$ cat config.mk
export PLATFORM = sky130hd
export DESIGN_NAME = hdlc_frame_builder_fcs16_flat
export DESIGN_NICKNAME = d
export VERILOG_FILES = /design/src/hw/rtl/hfb_pkg.sv /design/src/hw/rtl/hfb_if.sv /design/src/hw/rtl/hfb_front.sv /design/src/hw/rtl/hfb_queue.sv /design/src/hw/rtl/hfb_back.sv /design/src/hw/rtl/hdlc_frame_builder_fcs16.sv /design/src/flat_wrapper.sv
export SDC_FILE = /design/constraint.sdc
export NUM_CORES = 1
export LEC_CHECK = 0
export BUFFER_PORTS_ARGS = -buffer_cell sky130_fd_sc_hd__buf_2
export CORE_ASPECT_RATIO = 1.1
export CORE_MARGIN = 5
export CORE_UTILIZATION = 66
export CTS_CLUSTER_DIAMETER = 100
export DETAILED_ROUTE_END_ITERATION = 10
export PLACE_DENSITY = 0.85
export REMOVE_ABC_BUFFERS = 1
export SLEW_MARGIN = 20
export SYNTH_ARGS = -nofsm -noshare
export SYNTH_HDL_FRONTEND = slang
export SYNTH_SLANG_ARGS = --single-unit
export TNS_END_PERCENT = 5
$ cat constraint.sdc
create_clock -name i_clk -period 4.8 [get_ports i_clk]
set_input_delay 0.24 -clock i_clk [delete_from_list [all_inputs] [get_ports i_clk]]
set_output_delay 0.24 -clock i_clk [all_outputs]
set_load 0.03 [all_outputs]
$ cat src/hw/rtl/hfb_pkg.sv
// shared types, constants and the crc fold for the hdlc frame builder
// no dependencies
`default_nettype none

package hfb_pkg;

    localparam logic [7:0]  FLAG_BYTE   = 8'h7E;
    localparam logic [15:0] CRC_INIT    = 16'hFFFF;
    localparam logic [15:0] CRC_POLY    = 16'h8408;
    localparam int          QUEUE_DEPTH = 4;

    localparam logic [1:0] KIND_CONTENT = 2'd0;
    localparam logic [1:0] KIND_FLAG    = 2'd1;
    localparam logic [1:0] KIND_FCS     = 2'd2;

    // one classified content byte waiting for the back end
    typedef struct packed {
        logic [7:0]  content_byte;
        logic        open;
        logic        last;
        logic [15:0] fcs;
    } t_entry;

    // reflected crc-16, one byte, lsb first
    function automatic logic [15:0] crc_fold(input logic [15:0] crc, input logic [7:0] b);
        logic [15:0] c;
        c = crc ^ {8'h00, b};
        for (int i = 0; i < 8; i++) begin
            c = c[0] ? ((c >> 1) ^ CRC_POLY) : (c >> 1);
        end
        return c;
    endfunction

endpackage

`default_nettype wire

$ cat src/hw/rtl/hfb_if.sv
// valid/ready channel interfaces for content bytes in and line bytes out
// no dependencies
`default_nettype none

interface hfb_in_if;
    logic       valid;
    logic       ready;
    logic [7:0] content_byte;
    logic       frame_end;

    modport source (output valid, output content_byte, output frame_end, input ready);
    modport sink   (input valid, input content_byte, input frame_end, output ready);
endinterface

interface hfb_out_if;
    logic       valid;
    logic       ready;
    logic [7:0] out_byte;
    logic [1:0] byte_kind;
    logic       run_last;

    modport source (output valid, output out_byte, output byte_kind, output run_last,
                    input ready);
    modport sink   (input valid, input out_byte, input byte_kind, input run_last,
                    output ready);
endinterface

`default_nettype wire

$ cat src/hw/rtl/hfb_front.sv
// front end: accepts content beats, tracks frame state, folds the crc
// depends on hfb_pkg and hfb_in_if
`default_nettype none

module hfb_front (
    input  wire logic          i_clk,
    input  wire logic          i_rst_n,
    hfb_in_if.sink             i_in,
    input  wire logic          i_full,
    output logic               o_push,
    output hfb_pkg::t_entry    o_entry
);
    import hfb_pkg::*;

    logic [15:0] r_crc, n_crc;
    logic        r_in_frame, n_in_frame;
    logic [15:0] crc_base;
    logic [15:0] crc_new;

    assign i_in.ready = !i_full;
    assign o_push     = i_in.valid && !i_full;

    always_comb begin
        crc_base = r_in_frame ? r_crc : CRC_INIT;
        crc_new  = crc_fold(crc_base, i_in.content_byte);

        o_entry.content_byte = i_in.content_byte;
        o_entry.open         = !r_in_frame;
        o_entry.last         = i_in.frame_end;
        o_entry.fcs          = ~crc_new;

        n_crc      = r_crc;
        n_in_frame = r_in_frame;
        if (o_push) begin
            n_crc      = i_in.frame_end ? CRC_INIT : crc_new;
            n_in_frame = !i_in.frame_end;
        end
    end

    always_ff @(posedge i_clk) begin
        if (!i_rst_n) begin
            r_crc      <= CRC_INIT;
            r_in_frame <= 1'b0;
        end else begin
            r_crc      <= n_crc;
            r_in_frame <= n_in_frame;
        end
    end

endmodule

`default_nettype wire

$ cat src/hw/rtl/hfb_queue.sv
// short fifo of classified entries between front and back ends
// depends on hfb_pkg
`default_nettype none

module hfb_queue #(
    parameter int DEPTH = hfb_pkg::QUEUE_DEPTH
) (
    input  wire logic             i_clk,
    input  wire logic             i_rst_n,
    input  wire logic             i_push,
    input  wire hfb_pkg::t_entry  i_entry,
    input  wire logic             i_pop,
    output logic                  o_full,
    output logic                  o_empty,
    output hfb_pkg::t_entry       o_head
);
    import hfb_pkg::*;

    localparam int AW = (DEPTH > 1) ? $clog2(DEPTH) : 1;
    localparam int CW = $clog2(DEPTH + 1);

    t_entry        r_mem [DEPTH];
    logic [AW-1:0] r_wr_ptr, n_wr_ptr;
    logic [AW-1:0] r_rd_ptr, n_rd_ptr;
    logic [CW-1:0] r_count, n_count;
    logic          do_push, do_pop;

    assign o_full  = (r_count == CW'(DEPTH));
    assign o_empty = (r_count == '0);
    assign o_head  = r_mem[r_rd_ptr];
    assign do_push = i_push && !o_full;
    assign do_pop  = i_pop && !o_empty;

    always_comb begin
        n_wr_ptr = r_wr_ptr;
        n_rd_ptr = r_rd_ptr;
        n_count  = r_count;
        if (do_push) begin
            n_wr_ptr = (r_wr_ptr == AW'(DEPTH - 1)) ? '0 : r_wr_ptr + 1'b1;
        end
        if (do_pop) begin
            n_rd_ptr = (r_rd_ptr == AW'(DEPTH - 1)) ? '0 : r_rd_ptr + 1'b1;
        end
        if (do_push && !do_pop) begin
            n_count = r_count + 1'b1;
        end else if (do_pop && !do_push) begin
            n_count = r_count - 1'b1;
        end
    end

    always_ff @(posedge i_clk) begin
        if (do_push) begin
            r_mem[r_wr_ptr] <= i_entry;
        end
    end

    always_ff @(posedge i_clk) begin
        if (!i_rst_n) begin
            r_wr_ptr <= '0;
            r_rd_ptr <= '0;
            r_count  <= '0;
        end else begin
            r_wr_ptr <= n_wr_ptr;
            r_rd_ptr <= n_rd_ptr;
            r_count  <= n_count;
        end
    end

endmodule

`default_nettype wire

$ cat src/hw/rtl/hfb_back.sv
// back end: expands entries into beats: flag at frame open, one content beat each, fcs and flag at frame end
// depends on hfb_pkg and hfb_out_if
`default_nettype none

module hfb_back (
    input  wire logic             i_clk,
    input  wire logic             i_rst_n,
    input  wire logic             i_empty,
    input  wire hfb_pkg::t_entry  i_head,
    output logic                  o_pop,
    hfb_out_if.source             o_out
);
    import hfb_pkg::*;

    typedef enum logic [4:0] {
        PH_HEAD   = 5'b00001,
        PH_BODY   = 5'b00010,
        PH_FCS_LO = 5'b00100,
        PH_FCS_HI = 5'b01000,
        PH_TAIL   = 5'b10000
    } t_phase;

    t_phase     r_phase, n_phase;
    t_phase     cur, nxt;
    logic       r_valid, n_valid;
    logic [7:0] r_byte, n_byte;
    logic [1:0] r_kind, n_kind;
    logic       r_last, n_last;
    logic       adv, take;
    logic [7:0] beat_byte;
    logic [1:0] beat_kind;
    logic       beat_last;

    assign adv  = !r_valid || o_out.ready;
    assign take = adv && !i_empty;

    always_comb begin
        cur = (r_phase == PH_HEAD && !i_head.open) ? PH_BODY : r_phase;
        beat_byte = i_head.content_byte;
        beat_kind = KIND_CONTENT;
        beat_last = 1'b0;
        nxt       = PH_HEAD;
        case (cur)
            PH_HEAD: begin
                beat_byte = FLAG_BYTE;
                beat_kind = KIND_FLAG;
                nxt       = PH_BODY;
            end
            PH_BODY: begin
                beat_byte = i_head.content_byte;
                beat_kind = KIND_CONTENT;
                beat_last = !i_head.last;
                nxt       = PH_FCS_LO;
            end
            PH_FCS_LO: begin
                beat_byte = i_head.fcs[7:0];
                beat_kind = KIND_FCS;
                nxt       = PH_FCS_HI;
            end
            PH_FCS_HI: begin
                beat_byte = i_head.fcs[15:8];
                beat_kind = KIND_FCS;
                nxt       = PH_TAIL;
            end
            PH_TAIL: begin
                beat_byte = FLAG_BYTE;
                beat_kind = KIND_FLAG;
                beat_last = 1'b1;
                nxt       = PH_HEAD;
            end
            default: begin
                beat_byte = FLAG_BYTE;
                beat_kind = KIND_FLAG;
                beat_last = 1'b1;
                nxt       = PH_HEAD;
            end
        endcase
    end

    assign o_pop = take && beat_last;

    always_comb begin
        n_phase = r_phase;
        n_valid = r_valid;
        n_byte  = r_byte;
        n_kind  = r_kind;
        n_last  = r_last;
        if (adv) begin
            n_valid = !i_empty;
        end
        if (take) begin
            n_phase = beat_last ? PH_HEAD : nxt;
            n_byte  = beat_byte;
            n_kind  = beat_kind;
            n_last  = beat_last;
        end
    end

    always_ff @(posedge i_clk) begin
        if (!i_rst_n) begin
            r_phase <= PH_HEAD;
            r_valid <= 1'b0;
        end else begin
            r_phase <= n_phase;
            r_valid <= n_valid;
        end
    end

    always_ff @(posedge i_clk) begin
        r_byte <= n_byte;
        r_kind <= n_kind;
        r_last <= n_last;
    end

    assign o_out.valid     = r_valid;
    assign o_out.out_byte  = r_byte;
    assign o_out.byte_kind = r_kind;
    assign o_out.run_last  = r_last;

endmodule

`default_nettype wire

$ cat src/hw/rtl/hdlc_frame_builder_fcs16.sv
// HDLC-style frame builder with CRC-16/X.25 FCS. Content beats (address,
// control, payload; frame_end on the last) enter one per cycle while the
// QUEUE_DEPTH-entry queue has room. Each line beat leaves through a
// registered output at one beat per cycle while the sink is ready and
// the queue holds an entry: a content byte inside a frame gives one beat,
// the opening flag adds one, and the FCS low, FCS high and closing flag
// add three, so a frame of N content bytes gives N + 4 line beats.
// No bit stuffing and no frame length limit. Depends on hfb_pkg, hfb_if,
// hfb_front, hfb_queue and hfb_back.
`default_nettype none

module hdlc_frame_builder_fcs16 #(
    parameter int QUEUE_DEPTH = hfb_pkg::QUEUE_DEPTH
) (
    input  wire logic i_clk,
    input  wire logic i_rst_n,
    hfb_in_if.sink    i_in,
    hfb_out_if.source o_out
);
    import hfb_pkg::*;

    logic   q_push, q_pop, q_full, q_empty;
    t_entry q_in_entry, q_head;

    hfb_front u_front (
        .i_clk   (i_clk),
        .i_rst_n (i_rst_n),
        .i_in    (i_in),
        .i_full  (q_full),
        .o_push  (q_push),
        .o_entry (q_in_entry)
    );

    hfb_queue #(
        .DEPTH (QUEUE_DEPTH)
    ) u_queue (
        .i_clk   (i_clk),
        .i_rst_n (i_rst_n),
        .i_push  (q_push),
        .i_entry (q_in_entry),
        .i_pop   (q_pop),
        .o_full  (q_full),
        .o_empty (q_empty),
        .o_head  (q_head)
    );

    hfb_back u_back (
        .i_clk   (i_clk),
        .i_rst_n (i_rst_n),
        .i_empty (q_empty),
        .i_head  (q_head),
        .o_pop   (q_pop),
        .o_out   (o_out)
    );

endmodule

`default_nettype wire

$ cat src/flat_wrapper.sv
// flat-port wrapper written by rule: the top's interface ports become plain ports
module hdlc_frame_builder_fcs16_flat import hfb_pkg::*;
#(
    parameter int QUEUE_DEPTH = hfb_pkg::QUEUE_DEPTH
)
  (i_clk, i_rst_n, i_in_valid, i_in_content_byte, i_in_frame_end, i_in_ready, o_out_valid, o_out_out_byte, o_out_byte_kind, o_out_run_last, o_out_ready);
  hfb_in_if i_in_i ();
  hfb_out_if o_out_i ();
  input  wire logic i_clk;
  input  wire logic i_rst_n;
  input wire logic [$bits(i_in_i.valid)-1:0] i_in_valid;
  input wire logic [$bits(i_in_i.content_byte)-1:0] i_in_content_byte;
  input wire logic [$bits(i_in_i.frame_end)-1:0] i_in_frame_end;
  output wire logic [$bits(i_in_i.ready)-1:0] i_in_ready;
  output wire logic [$bits(o_out_i.valid)-1:0] o_out_valid;
  output wire logic [$bits(o_out_i.out_byte)-1:0] o_out_out_byte;
  output wire logic [$bits(o_out_i.byte_kind)-1:0] o_out_byte_kind;
  output wire logic [$bits(o_out_i.run_last)-1:0] o_out_run_last;
  input wire logic [$bits(o_out_i.ready)-1:0] o_out_ready;
  assign i_in_i.valid = i_in_valid;
  assign i_in_i.content_byte = i_in_content_byte;
  assign i_in_i.frame_end = i_in_frame_end;
  assign i_in_ready = i_in_i.ready;
  assign o_out_valid = o_out_i.valid;
  assign o_out_out_byte = o_out_i.out_byte;
  assign o_out_byte_kind = o_out_i.byte_kind;
  assign o_out_run_last = o_out_i.run_last;
  assign o_out_i.ready = o_out_ready;
  hdlc_frame_builder_fcs16 #(.QUEUE_DEPTH(QUEUE_DEPTH)) u_core (.i_clk(i_clk), .i_rst_n(i_rst_n), .i_in(i_in_i), .o_out(o_out_i));
endmodule
==> run metrics <==
run status finished clean; I/O Buffers 25; worst hold path type in -> reg; post-layout min period 3.48 ns; period utilisation layout 72.5%; # hold bufs at CTS 5; Slew Limit Fails 0; crit-path max cell delay 0.78 ns; total congestion overflow 0; worst vdd ir between 0.3 and 0.4 mV; DR vias 3600; largest net degree at the start of global routing 35; row count 37; switch share roughly 29%; Initial DRT Pass Iterations 5; vias in the first global route 3656; # resized after CTS 0; slew margin rel. between 30% and 40%; dpl cells about 530; gr usage total 24.1%; drt total wl 12500 um; Final setup viols 0; post-synthesis sequential area ratio 66.7%; final hold vios 0; Nets 452; Clock Tree Root clkbuf_8; sequential share of power 42.0%; leak pwr 2.36 nW; layout cell share with drive strength beyond 1 20.5%; worst hold path depth 1; worst-skew pair later-pin latency 0.52 ns; IO Pins 26; slowest CP cell nor2b_1; WP data arrival just under 4 ns; WHS Endpoint u_core.u_queue.r_mem[3][18]; P_int 2.95 mW; critical-path cell list nor2b_1 > o21ai_0 > a21oi_1 > o2bb2ai_1 > inv_1 > ha_1 > inv_1 > fa_1 > xor2_1 > or3_1 > a21boi_0; Final TNS setup 0 ns; total core area 0.00921 mm^2; Gate power share 24.3%; Setup Skew approximately 0.01 ns; maxcap violations 0; #FFs+latches synth 147; Die Y about 110 um; Worst Slack Setup Final 1.32 ns; count of cell types in the netlist 48; largest cells by area after synthesis edfxtp_1, dfxtp_1, mux4_2; fmax 287 MHz; clk sinks 147; EDFF count, synth between 100 and 150; post-route cell area 0.00704 mm^2; Synth area leader edfxtp_1; DIE WIDTH roughly 100 um; clk slew on worst S/H paths 0.06 ns; pwr dens 592 mW/mm^2; fin cells roughly 560; RSZ-0062 raised after global routing no; Worst Reg-to-Reg Cells 11; Post-Syn Area 0.00614 mm^2; antenna cells 0; Ys Warns 0; Synth top area share 56.3%; Starting Density between 60% and 70%; Worst R2R Start u_core.u_back.r_phase[3]; Setup CP Type reg -> reg; commonest non-fill, non-tap cell in the layout edfxtp_1; first-pass GRT wire length about 20000 um; H-tree Lvls 4; wire per inst 22.4 um; hpwl dp 7150 um; ys flop type edfxtp_1; RePlAce Congestion 0.750; crit path max fanout 11; most frequent cells in the layout edfxtp_1, dfxtp_1, xnor2_1, buf_2, mux4_2; # DRC 0; P_sw between 1 and 1.5 mW; pre-CTS setup slack ~1.5 ns; Area Overhead vs Synth 14.7%; Antenna Nets Post-Route 0; most frequent CP cell inv_1; R2R setup slack 1.32 ns; antenna violations before repair 0; worst path required time 5.25 ns; initial DRC count about 370; CTS tree yes; Post-DP Area 0.00636 mm^2; Startpoint Class flop; r2r endpoint u_core.u_queue.r_count[2]; crit path capture type flop; Cells after Synth 394; postcts setup bufs 0; Clock Power Share between 30% and 40%; CTS Buf Count 17; Die ar. 0.0113 mm^2; overall power 4.17 mW; deepest clock path buffer count 2; syn_area_per_cell between 15 and 20 um^2; hold_sp i_in_content_byte[0]; routed vias/inst around 6.4; Worst-Margin Slew 0.961 ns; FFs w/ async S/R, synth 0%
final cells by class:
class | instances | area, um^2
Clock buffer | 18 | 418
Clock inverter | 13 | 214
Fill cell | 498 | 2170
Inverter | 20 | 75.1
Multi-Input combinational cell | 210 | 1870
Sequential cell | 147 | 4100
Tap cell | 117 | 146
Timing Repair Buffer | 36 | 220
power groups by stage:
| stage | Sequential [mW] | Clock (mW) | Combinational [mW] |
|---|---|---|---|
| 6_report | 1.75 | 1.41 | 1.01 |
| 5_1_grt | 1.78 | 1.49 | 1.08 |
| 4_1_cts | 1.75 | 1.42 | 1.00 |
| 3_5_place_dp | 1.77 | 0 | 0.962 |
| 3_3_place_gp | 1.76 | 0 | 0.934 |
| 2_1_floorplan | 1.84 | 0 | 0.618 |
logic make-up after synthesis:
group / synth area share, %
xor gates and xnor gates: 4.71
DFF: 66.7
adders and majority gates: 1.55
buffers and inverters: 2.83
and+or+nand+nor: 7.38
muxes: 10.3
AOI/OAI and AO/OA: 6.54
worst max-delay path: cells and delay by family (launching register included):
kind | cells | cell delay [ns]
buf+inv | 2 | 0.16
simple gates | 2 | 1.09
xor+xnor | 1 | 0.19
fa+ha+maj | 2 | 0.61
compound gates | 4 | 0.93
flops | 1 | 0.44
stage by stage:
stage               hold slack [ns]  util (%)
detailed placement            0.474      69.0
CTS                          0.0123      76.4
global route                 0.0312      76.4
finish                       0.0327      76.4
floorplan                     0.302         -
global placement              0.468      69.0
registers in the layout, summed over array words and instances, names as in the netlist, named ones only:
register	count
u_core.u_front.r_in_frame	1
u_core.u_queue.r_wr_ptr	2
u_core.u_back.r_phase	5
u_core.u_back.o_out.out_byte	8
u_core.u_back.o_out.run_last	1
u_core.u_queue.r_rd_ptr	2
u_core.u_back.o_out.byte_kind	2
u_core.u_queue.r_count	3
u_core.u_back.o_out.valid	1
u_core.u_queue.r_mem	104
u_core.u_front.r_crc	16
layer usage:
layer	vias to the layer above	GRT usage [%]	wire length, um
met1	1800	32.6	4800
met2	196	37.6	6380
met4	0	10.2	390
met3	34	5.73	981
li1	1570	-	-
met5	-	0	0
synth_stat cells (2+ instances only):
library cell,count
o2bb2ai_1,2
nor3b_1,9
dfxtp_1,32
clkbuf_1,6
nor2_1,20
nor4b_1,2
mux2i_1,5
o22ai_1,5
inv_1,19
and3_1,4
edfxtp_1,115
ha_1,6
a21oi_1,16
or3_1,3
xnor2_1,25
nand3b_1,2
buf_2,7
o221ai_1,6
nand2b_1,5
nor2b_1,10
nand2_1,18
mux4_2,24
o21ai_0,5
xor2_1,8
a31oi_1,2
a22oi_1,8
a21o_1,2
buf_6,3
nor3_1,4
a21boi_0,3
how the worst max path moves through the flow:
stage               slack (ns)                startpoint  cells after the start                        end
finish                    1.32  u_core.u_back.r_phase[3]                     11  u_core.u_queue.r_count[2]
global route              1.07  u_core.u_back.r_phase[3]                     11  u_core.u_queue.r_count[2]
CTS                       1.36                      flop                     10  u_core.u_queue.r_count[2]
detailed placement        1.47  u_core.u_back.r_phase[3]                     11  u_core.u_queue.r_count[2]
global placement          1.57                      flop                     10  u_core.u_queue.r_count[2]
floorplan                 1.36                      flop                     10  u_core.u_queue.r_count[2]
Note: power is estimated with default switching activity, not from simulation.
